**config.mk**
```make
export PLATFORM = sky130hd
export DESIGN_NAME = binary_to_decimal_ascii
export DESIGN_NICKNAME = d
export VERILOG_FILES = /design/src/rtl/core/b2da_pkg.sv /design/src/rtl/core/binary_to_decimal_ascii.sv
export SDC_FILE = /design/constraint.sdc
export NUM_CORES = 1
export LEC_CHECK = 0
export BUFFER_PORTS_ARGS = -buffer_cell sky130_fd_sc_hd__buf_2
export CAP_MARGIN = 20
export CELL_PAD_IN_SITES_DETAIL_PLACEMENT = 1
export CELL_PAD_IN_SITES_GLOBAL_PLACEMENT = 2
export CORE_MARGIN = 2
export CORE_UTILIZATION = 40
export DETAILED_ROUTE_END_ITERATION = 7
export PLACE_DENSITY_LB_ADDON = 0.1
export SYNTH_ARGS = -nofsm -noshare
export SYNTH_HDL_FRONTEND = slang
export SYNTH_SLANG_ARGS = --single-unit
```
**constraint.sdc**
```tcl
create_clock -name clk -period 12.8 [get_ports clk]
set_clock_uncertainty 0.2 [all_clocks]
set_input_delay 0.64 -clock clk [delete_from_list [all_inputs] [get_ports clk]]
set_output_delay 0.64 -clock clk [all_outputs]
set_load 0.1 [all_outputs]
```
**src/rtl/core/b2da_pkg.sv**
```systemverilog
// shared constants and types for the binary to decimal ascii converter
package b2da_pkg;

    // input number width used by the converter and digit capacity of the text
    localparam int VALUE_BITS = 64;
    localparam int MAX_DIGITS = 20;

    // decimal digits needed for the largest VALUE_BITS number
    localparam int BCD_DIGITS = (VALUE_BITS * 30103) / 100000 + 1;

    localparam int IDX_W    = (BCD_DIGITS > 1) ? $clog2(BCD_DIGITS) : 1;
    localparam int BITCNT_W = (VALUE_BITS > 1) ? $clog2(VALUE_BITS) : 1;

    // fixed field widths
    localparam int VALUE_W  = 64;
    localparam int LIMIT_W  = 8;
    localparam int CHAR_W   = 6;
    localparam int POS_W    = 5;
    localparam int CNT_W    = 5;
    localparam int STATUS_W = 2;

    localparam int S_TDATA_W = 72;
    localparam int M_TDATA_W = 24;
    localparam int M_PAD_W   = M_TDATA_W - CHAR_W - POS_W - CNT_W - STATUS_W;

    localparam logic [CHAR_W-1:0] ASCII_ZERO = 6'd48;
    localparam logic [CHAR_W-1:0] ASCII_NINE = 6'd57;

    typedef enum logic [STATUS_W-1:0] {
        STATUS_COMPLETE  = 2'd0,
        STATUS_TRUNCATED = 2'd1,
        STATUS_NO_ROOM   = 2'd2
    } status_t;

    typedef enum logic [2:0] {
        S_IDLE,
        S_CONVERT,
        S_SCAN,
        S_LOAD,
        S_EMIT
    } state_t;

endpackage

```
**src/rtl/core/binary_to_decimal_ascii.sv**
```systemverilog
// binary to decimal ascii converter: shift-and-add-3 conversion, then the digits one character at a time
// sequence: double-dabble shifts over all VALUE_BITS (64) bits, a scan from the top digit down to the
//   leading digit and a load state, after which the first character is valid
// requests: one at a time, a new one taken the cycle after the last character is handed off
// reset: rst_n asynchronous active low, clears the sequencer and output valid; digits are not reset
module binary_to_decimal_ascii
(
    input  logic                            clk,
    input  logic                            rst_n,

    // input request
    input  logic                            s_tvalid,
    output logic                            s_tready,
    input  logic [b2da_pkg::S_TDATA_W-1:0]  s_tdata,   // value[63:0], max_chars[71:64]

    // output characters
    output logic                            m_tvalid,
    input  logic                            m_tready,
    output logic [b2da_pkg::M_TDATA_W-1:0]  m_tdata,   // char_code[5:0], position[10:6],
                                                       // digit_count[15:11], status[17:16], zero pad
    output logic                            m_tlast,   // last
    output logic                            m_tuser    // char_valid
);

    b2da_pkg::state_t state_reg, state_next;

    // value being shifted out msb first into the bcd digits
    logic [b2da_pkg::VALUE_BITS-1:0] shift_reg, shift_next;
    logic [b2da_pkg::BITCNT_W-1:0]   bit_cnt_reg, bit_cnt_next;
    logic [b2da_pkg::LIMIT_W-1:0]    limit_reg, limit_next;

    // decimal digits, least significant first
    logic [3:0] bcd_reg  [b2da_pkg::BCD_DIGITS];
    logic [3:0] bcd_next [b2da_pkg::BCD_DIGITS];
    logic [3:0] bcd_adj  [b2da_pkg::BCD_DIGITS];

    // scan index while finding the length, then index of the next digit to emit
    logic [b2da_pkg::IDX_W-1:0] idx_reg, idx_next;
    logic [b2da_pkg::CNT_W-1:0] count_reg, count_next;

    // output register
    logic                          out_valid_reg, out_valid_next;
    logic [b2da_pkg::CHAR_W-1:0]   out_char_reg, out_char_next;
    logic                          out_cvalid_reg, out_cvalid_next;
    logic [b2da_pkg::POS_W-1:0]    out_pos_reg, out_pos_next;
    logic                          out_last_reg, out_last_next;
    logic [b2da_pkg::STATUS_W-1:0] out_status_reg, out_status_next;

    logic [3:0]                 rd_digit;
    logic [b2da_pkg::CNT_W-1:0] scan_count;
    logic [b2da_pkg::CNT_W-1:0] emit_w;
    logic                       m_fire;

    assign m_fire = out_valid_reg && m_tready;

    // single read port into the digits
    assign rd_digit   = bcd_reg[idx_reg];
    assign scan_count = b2da_pkg::CNT_W'(idx_reg) + b2da_pkg::CNT_W'(1);

    // emitted length: full length capped by the limit and by digit capacity
    always_comb
    begin
        emit_w = scan_count;
        if ({{(b2da_pkg::LIMIT_W-b2da_pkg::CNT_W){1'b0}}, emit_w} > limit_reg)
        begin
            emit_w = b2da_pkg::CNT_W'(limit_reg);
        end
        if (32'(emit_w) > b2da_pkg::MAX_DIGITS)
        begin
            emit_w = b2da_pkg::CNT_W'(b2da_pkg::MAX_DIGITS);
        end
    end

    // add-3 correction of every digit; S_CONVERT then shifts in the next value bit
    always_comb
    begin
        for (int i = 0; i < b2da_pkg::BCD_DIGITS; i++)
        begin
            bcd_adj[i] = (bcd_reg[i] >= 4'd5) ? bcd_reg[i] + 4'd3 : bcd_reg[i];
        end
    end

    always_ff @(posedge clk or negedge rst_n)
    begin
        if (!rst_n)
        begin
            state_reg     <= b2da_pkg::S_IDLE;
            out_valid_reg <= 1'b0;
        end
        else
        begin
            state_reg     <= state_next;
            out_valid_reg <= out_valid_next;
        end
    end

    always_ff @(posedge clk)
    begin
        shift_reg      <= shift_next;
        bit_cnt_reg    <= bit_cnt_next;
        limit_reg      <= limit_next;
        idx_reg        <= idx_next;
        count_reg      <= count_next;
        out_char_reg   <= out_char_next;
        out_cvalid_reg <= out_cvalid_next;
        out_pos_reg    <= out_pos_next;
        out_last_reg   <= out_last_next;
        out_status_reg <= out_status_next;
        for (int i = 0; i < b2da_pkg::BCD_DIGITS; i++)
        begin
            bcd_reg[i] <= bcd_next[i];
        end
    end

    always_comb
    begin
        state_next      = state_reg;
        shift_next      = shift_reg;
        bit_cnt_next    = bit_cnt_reg;
        limit_next      = limit_reg;
        idx_next        = idx_reg;
        count_next      = count_reg;
        out_valid_next  = out_valid_reg;
        out_char_next   = out_char_reg;
        out_cvalid_next = out_cvalid_reg;
        out_pos_next    = out_pos_reg;
        out_last_next   = out_last_reg;
        out_status_next = out_status_reg;
        for (int i = 0; i < b2da_pkg::BCD_DIGITS; i++)
        begin
            bcd_next[i] = bcd_reg[i];
        end
        s_tready = 1'b0;

        case (state_reg)
            b2da_pkg::S_IDLE:
            begin
                // ready is high here, so a valid request is taken
                s_tready = 1'b1;
                if (s_tvalid)
                begin
                    shift_next   = s_tdata[b2da_pkg::VALUE_BITS-1:0];
                    limit_next   = s_tdata[b2da_pkg::VALUE_W +: b2da_pkg::LIMIT_W];
                    bit_cnt_next = b2da_pkg::BITCNT_W'(b2da_pkg::VALUE_BITS - 1);
                    for (int i = 0; i < b2da_pkg::BCD_DIGITS; i++)
                    begin
                        bcd_next[i] = 4'd0;
                    end
                    state_next = b2da_pkg::S_CONVERT;
                end
            end

            b2da_pkg::S_CONVERT:
            begin
                bcd_next[0] = {bcd_adj[0][2:0], shift_reg[b2da_pkg::VALUE_BITS-1]};
                for (int i = 1; i < b2da_pkg::BCD_DIGITS; i++)
                begin
                    bcd_next[i] = {bcd_adj[i][2:0], bcd_adj[i-1][3]};
                end
                shift_next   = shift_reg << 1;
                bit_cnt_next = bit_cnt_reg - b2da_pkg::BITCNT_W'(1);
                if (bit_cnt_reg == '0)
                begin
                    idx_next   = b2da_pkg::IDX_W'(b2da_pkg::BCD_DIGITS - 1);
                    state_next = b2da_pkg::S_SCAN;
                end
            end

            b2da_pkg::S_SCAN:
            begin
                // walk down from the top digit to the first nonzero one
                if (rd_digit != 4'd0 || idx_reg == '0)
                begin
                    count_next = scan_count;
                    if (limit_reg == '0)
                    begin
                        out_valid_next  = 1'b1;
                        out_char_next   = '0;
                        out_cvalid_next = 1'b0;
                        out_pos_next    = '0;
                        out_last_next   = 1'b1;
                        out_status_next = b2da_pkg::STATUS_NO_ROOM;
                        state_next      = b2da_pkg::S_EMIT;
                    end
                    else
                    begin
                        out_status_next = (emit_w != scan_count) ?
                                          b2da_pkg::STATUS_TRUNCATED :
                                          b2da_pkg::STATUS_COMPLETE;
                        idx_next        = b2da_pkg::IDX_W'(emit_w - b2da_pkg::CNT_W'(1));
                        out_pos_next    = '0;
                        state_next      = b2da_pkg::S_LOAD;
                    end
                end
                else
                begin
                    idx_next = idx_reg - b2da_pkg::IDX_W'(1);
                end
            end

            b2da_pkg::S_LOAD:
            begin
                out_valid_next  = 1'b1;
                out_char_next   = b2da_pkg::ASCII_ZERO + {2'b00, rd_digit};
                out_cvalid_next = 1'b1;
                out_last_next   = (idx_reg == '0);
                idx_next        = idx_reg - b2da_pkg::IDX_W'(1);
                state_next      = b2da_pkg::S_EMIT;
            end

            b2da_pkg::S_EMIT:
            begin
                if (m_fire)
                begin
                    if (out_last_reg)
                    begin
                        out_valid_next = 1'b0;
                        state_next     = b2da_pkg::S_IDLE;
                    end
                    else
                    begin
                        out_char_next = b2da_pkg::ASCII_ZERO + {2'b00, rd_digit};
                        out_pos_next  = out_pos_reg + b2da_pkg::POS_W'(1);
                        out_last_next = (idx_reg == '0);
                        idx_next      = idx_reg - b2da_pkg::IDX_W'(1);
                    end
                end
            end

            default:
            begin
                out_valid_next = 1'b0;
                state_next     = b2da_pkg::S_IDLE;
            end
        endcase
    end

    assign m_tvalid = out_valid_reg;
    assign m_tlast  = out_last_reg;
    assign m_tuser  = out_cvalid_reg;
    assign m_tdata  = {{b2da_pkg::M_PAD_W{1'b0}}, out_status_reg, count_reg,
                       out_pos_reg, out_char_reg};

endmodule

```
==> flow_summary.toml <==
[power_and_ir_drop]
total_power_uw = 3690
ir_drop_mv = 0.122
leakagePower_uw = 0.00489
power_density_mw_per_mm2 = 308

[outcome]
violations = "design-rule violations"
status = "finished, violations left"

[timing]
rsz0062_at_grt = "false"
finalSetupViolCount = 0
worst_pin_slew_ns = 0.831
slew_headroom_pct = 44.5
finalCritPeriodShare_pct = 35.2
drv_slew = 0
min_period_ns = 4.50
fin_setup_tns_ns = 0
worst_slack_ns = 8.30
hold_viol = 0
fmax_mhz = 222

[global_routing]
grt_pass1_vias = 7700
grt_pass1_wl_mm = 40.6
grt_max_degree = 75
antenna_found_initial = 0
gr-total-overflow = 0
track_usage_pct = 18.0

[place]
hpwlAfterDp_mm = 16.8
post-place-ws_ns = 8.32
placed_cell_area_sq_mm = 0.0114
io_buffers = 97
place.gp.congestion = 0.783

[route]
antenna_left = 0
top_layer_used = "met4"
wl_per_cell_um = 16.5
drc_errors = 7
post_drt_via_cell_ratio = 5.14
wl_met2_mm = 11.2
route.met3.wl_um = 776
first_pass_iters = 6
wl_met1_mm = 12.0
routed_wl_mm = 24.2
num_vias = 7548
drtIter0Drc = 365

[yosys]
ys_types = 58
async_reset_ff_share_pct = 2.09
synth-edff-count = 182
syn_avg_cell_area_sq_um = 10.3
ys_seq_elements = 191
synth_cells = 1039
synth_ff_type = "edfxtp_1"
synth_area_leaders = "edfxtp_1, nand2_1, ha_1, mux4_2, nor2_1"
synth_top_cell_by_area = "edfxtp_1"
synth_top_cell_area_share_pct = 51.3
synth_area_sq_mm = 0.0107
synthTopCellsByCount = "nand2_1, edfxtp_1, nor2_1"
yosysWarnings = 0
synth_most_common_cell = "nand2_1"
yosysSeqAreaShare_pct = 53.2

[cts]
cts-root-buf = "clkbuf_16"
cts_tree = "yes"
cts_resized = 0
cts_setup_buffers = 0
clkSinkCount = 191
clockBufferDepth = 2
htreeDepth = 4
clkTransAtPathRegs_ns = 0.07
clk_latency_ns = 0.44
cts_buffers = 17
cts_hold_buf = 1

[layout]
num-fill-cells = 2979
area_growth_pct = 12.6
multi_input_area_sq_mm = 0.00456
nets = 1248
diodes = 0
largest_register_ffs = 80
regArea_sq_mm = 0.00567
fin_util_pct = 45.9
final_area_sq_mm = 0.0120
drive_gt1_share_pct = 14.9

[setup_path]
worstPathRequired_ns = 12.79
crit_arrival_ns = 4.49
setup.worst_path.class = "flop to flop"
start_kind = "flop"
critPathCaptureType = "flop"
cp_max_fo = 11

[floorplan]
die-height_um = 167
dieWidth_um = 167
design.die.area_sq_mm = 0.0280
start_util_pct = 40.8
num_rows = 59
num_io_pins = 104
core_sq_mm = 0.0261

[flow_run]
cap_viol_max_count = 0

[worst_hold_path]
min-delay-path-class = "primary input to flop"
==> per-layer routing <==
layer | vias up | global-route usage, %
met5 | - | 0
met2 | 121 | 29.0
met3 | 13 | 2.48
li1 | 3741 | -
met1 | 3673 | 25.8
met4 | 0 | 4.20
==> layout make-up <==
class	count	share of cell area, %
inverter	62	1.94
clock inverter	15	1.37
multi-input combinational	745	38.0
tap	335	3.49
clock buffer	17	3.54
timing repair buffer	104	4.50
sequential	191	47.2
==> kinds of logic after synthesis <==
kind of cell | Yosys count | share of synthesized area, %
flip-flops | 191 | 53.2
AO/OA/AOI/OAI | 152 | 8.31
adder cells (fa/ha/maj) | 51 | 5.99
buffers and inverters | 108 | 4.42
other | 1 | 0.0352
AND/OR/NAND/NOR | 445 | 17.5
multiplexers | 36 | 6.02
XOR/XNOR | 55 | 4.52
==> where the power goes <==
part / internal, uW / switching [uW] / total, uW
sequential: 1160 / 270 / 1430
clock: 263 / 274 / 536
combinational: 611 / 1120 / 1730
==> path summary, 6_finish.rpt <==
path                          startpoint            end  slack [ns]  depth (start not counted)
min reg2reg                shift_reg[34]  shift_reg[35]        0.32                          2
min in group asynchronous          rst_n   state_reg[1]        0.34                          2
max                           idx_reg[0]     idx_reg[4]        8.30                         15
max reg2reg                   idx_reg[0]     idx_reg[4]        8.30                         15
max in group asynchronous          rst_n   state_reg[0]       11.92                          2
min                          s_tdata[68]   limit_reg[4]        0.17                          1
==> critical path, cell delays in order (launching register included) <==
cell and delay, ns:
edfxtp_1 0.57, ha_1 0.31, nand3_1 0.12, xnor2_1 0.58
ha_1 0.37, and3_1 0.19, a31o_2 0.27, a21o_1 0.20
a31oi_1 0.35, ha_1 0.34, nand2_1 0.08, nor2_1 0.13
xnor2_1 0.13, o21ai_0 0.11, o211ai_1 0.23, nand2_1 0.07
==> layout by cell type, fill, tap and decap left out, drive strengths merged, types with 7 or more instances in the layout <==
cell | Yosys | final
clkbuf | 28 | 17
nand3 | 12 | 12
mux2i | 10 | 10
nor2 | 106 | 106
o21ai | 31 | 31
nand2b | 22 | 22
inv | 62 | 70
clkinv | 0 | 7
xor2 | 21 | 21
nor3 | 26 | 26
mux4 | 20 | 20
nand2 | 249 | 249
a21oi | 79 | 79
buf | 18 | 103
edfxtp | 182 | 182
ha | 51 | 51
xnor2 | 34 | 34
==> per-stage QoR <==
step,hold WS (ns),instances
CTS,0.153,1469
detailed placement,0.261,1436
finish,0.173,1469
global placement,0.260,1436
global route,0.161,1469
floorplan,0.144,1044
Power figures use the tool's default switching activity.
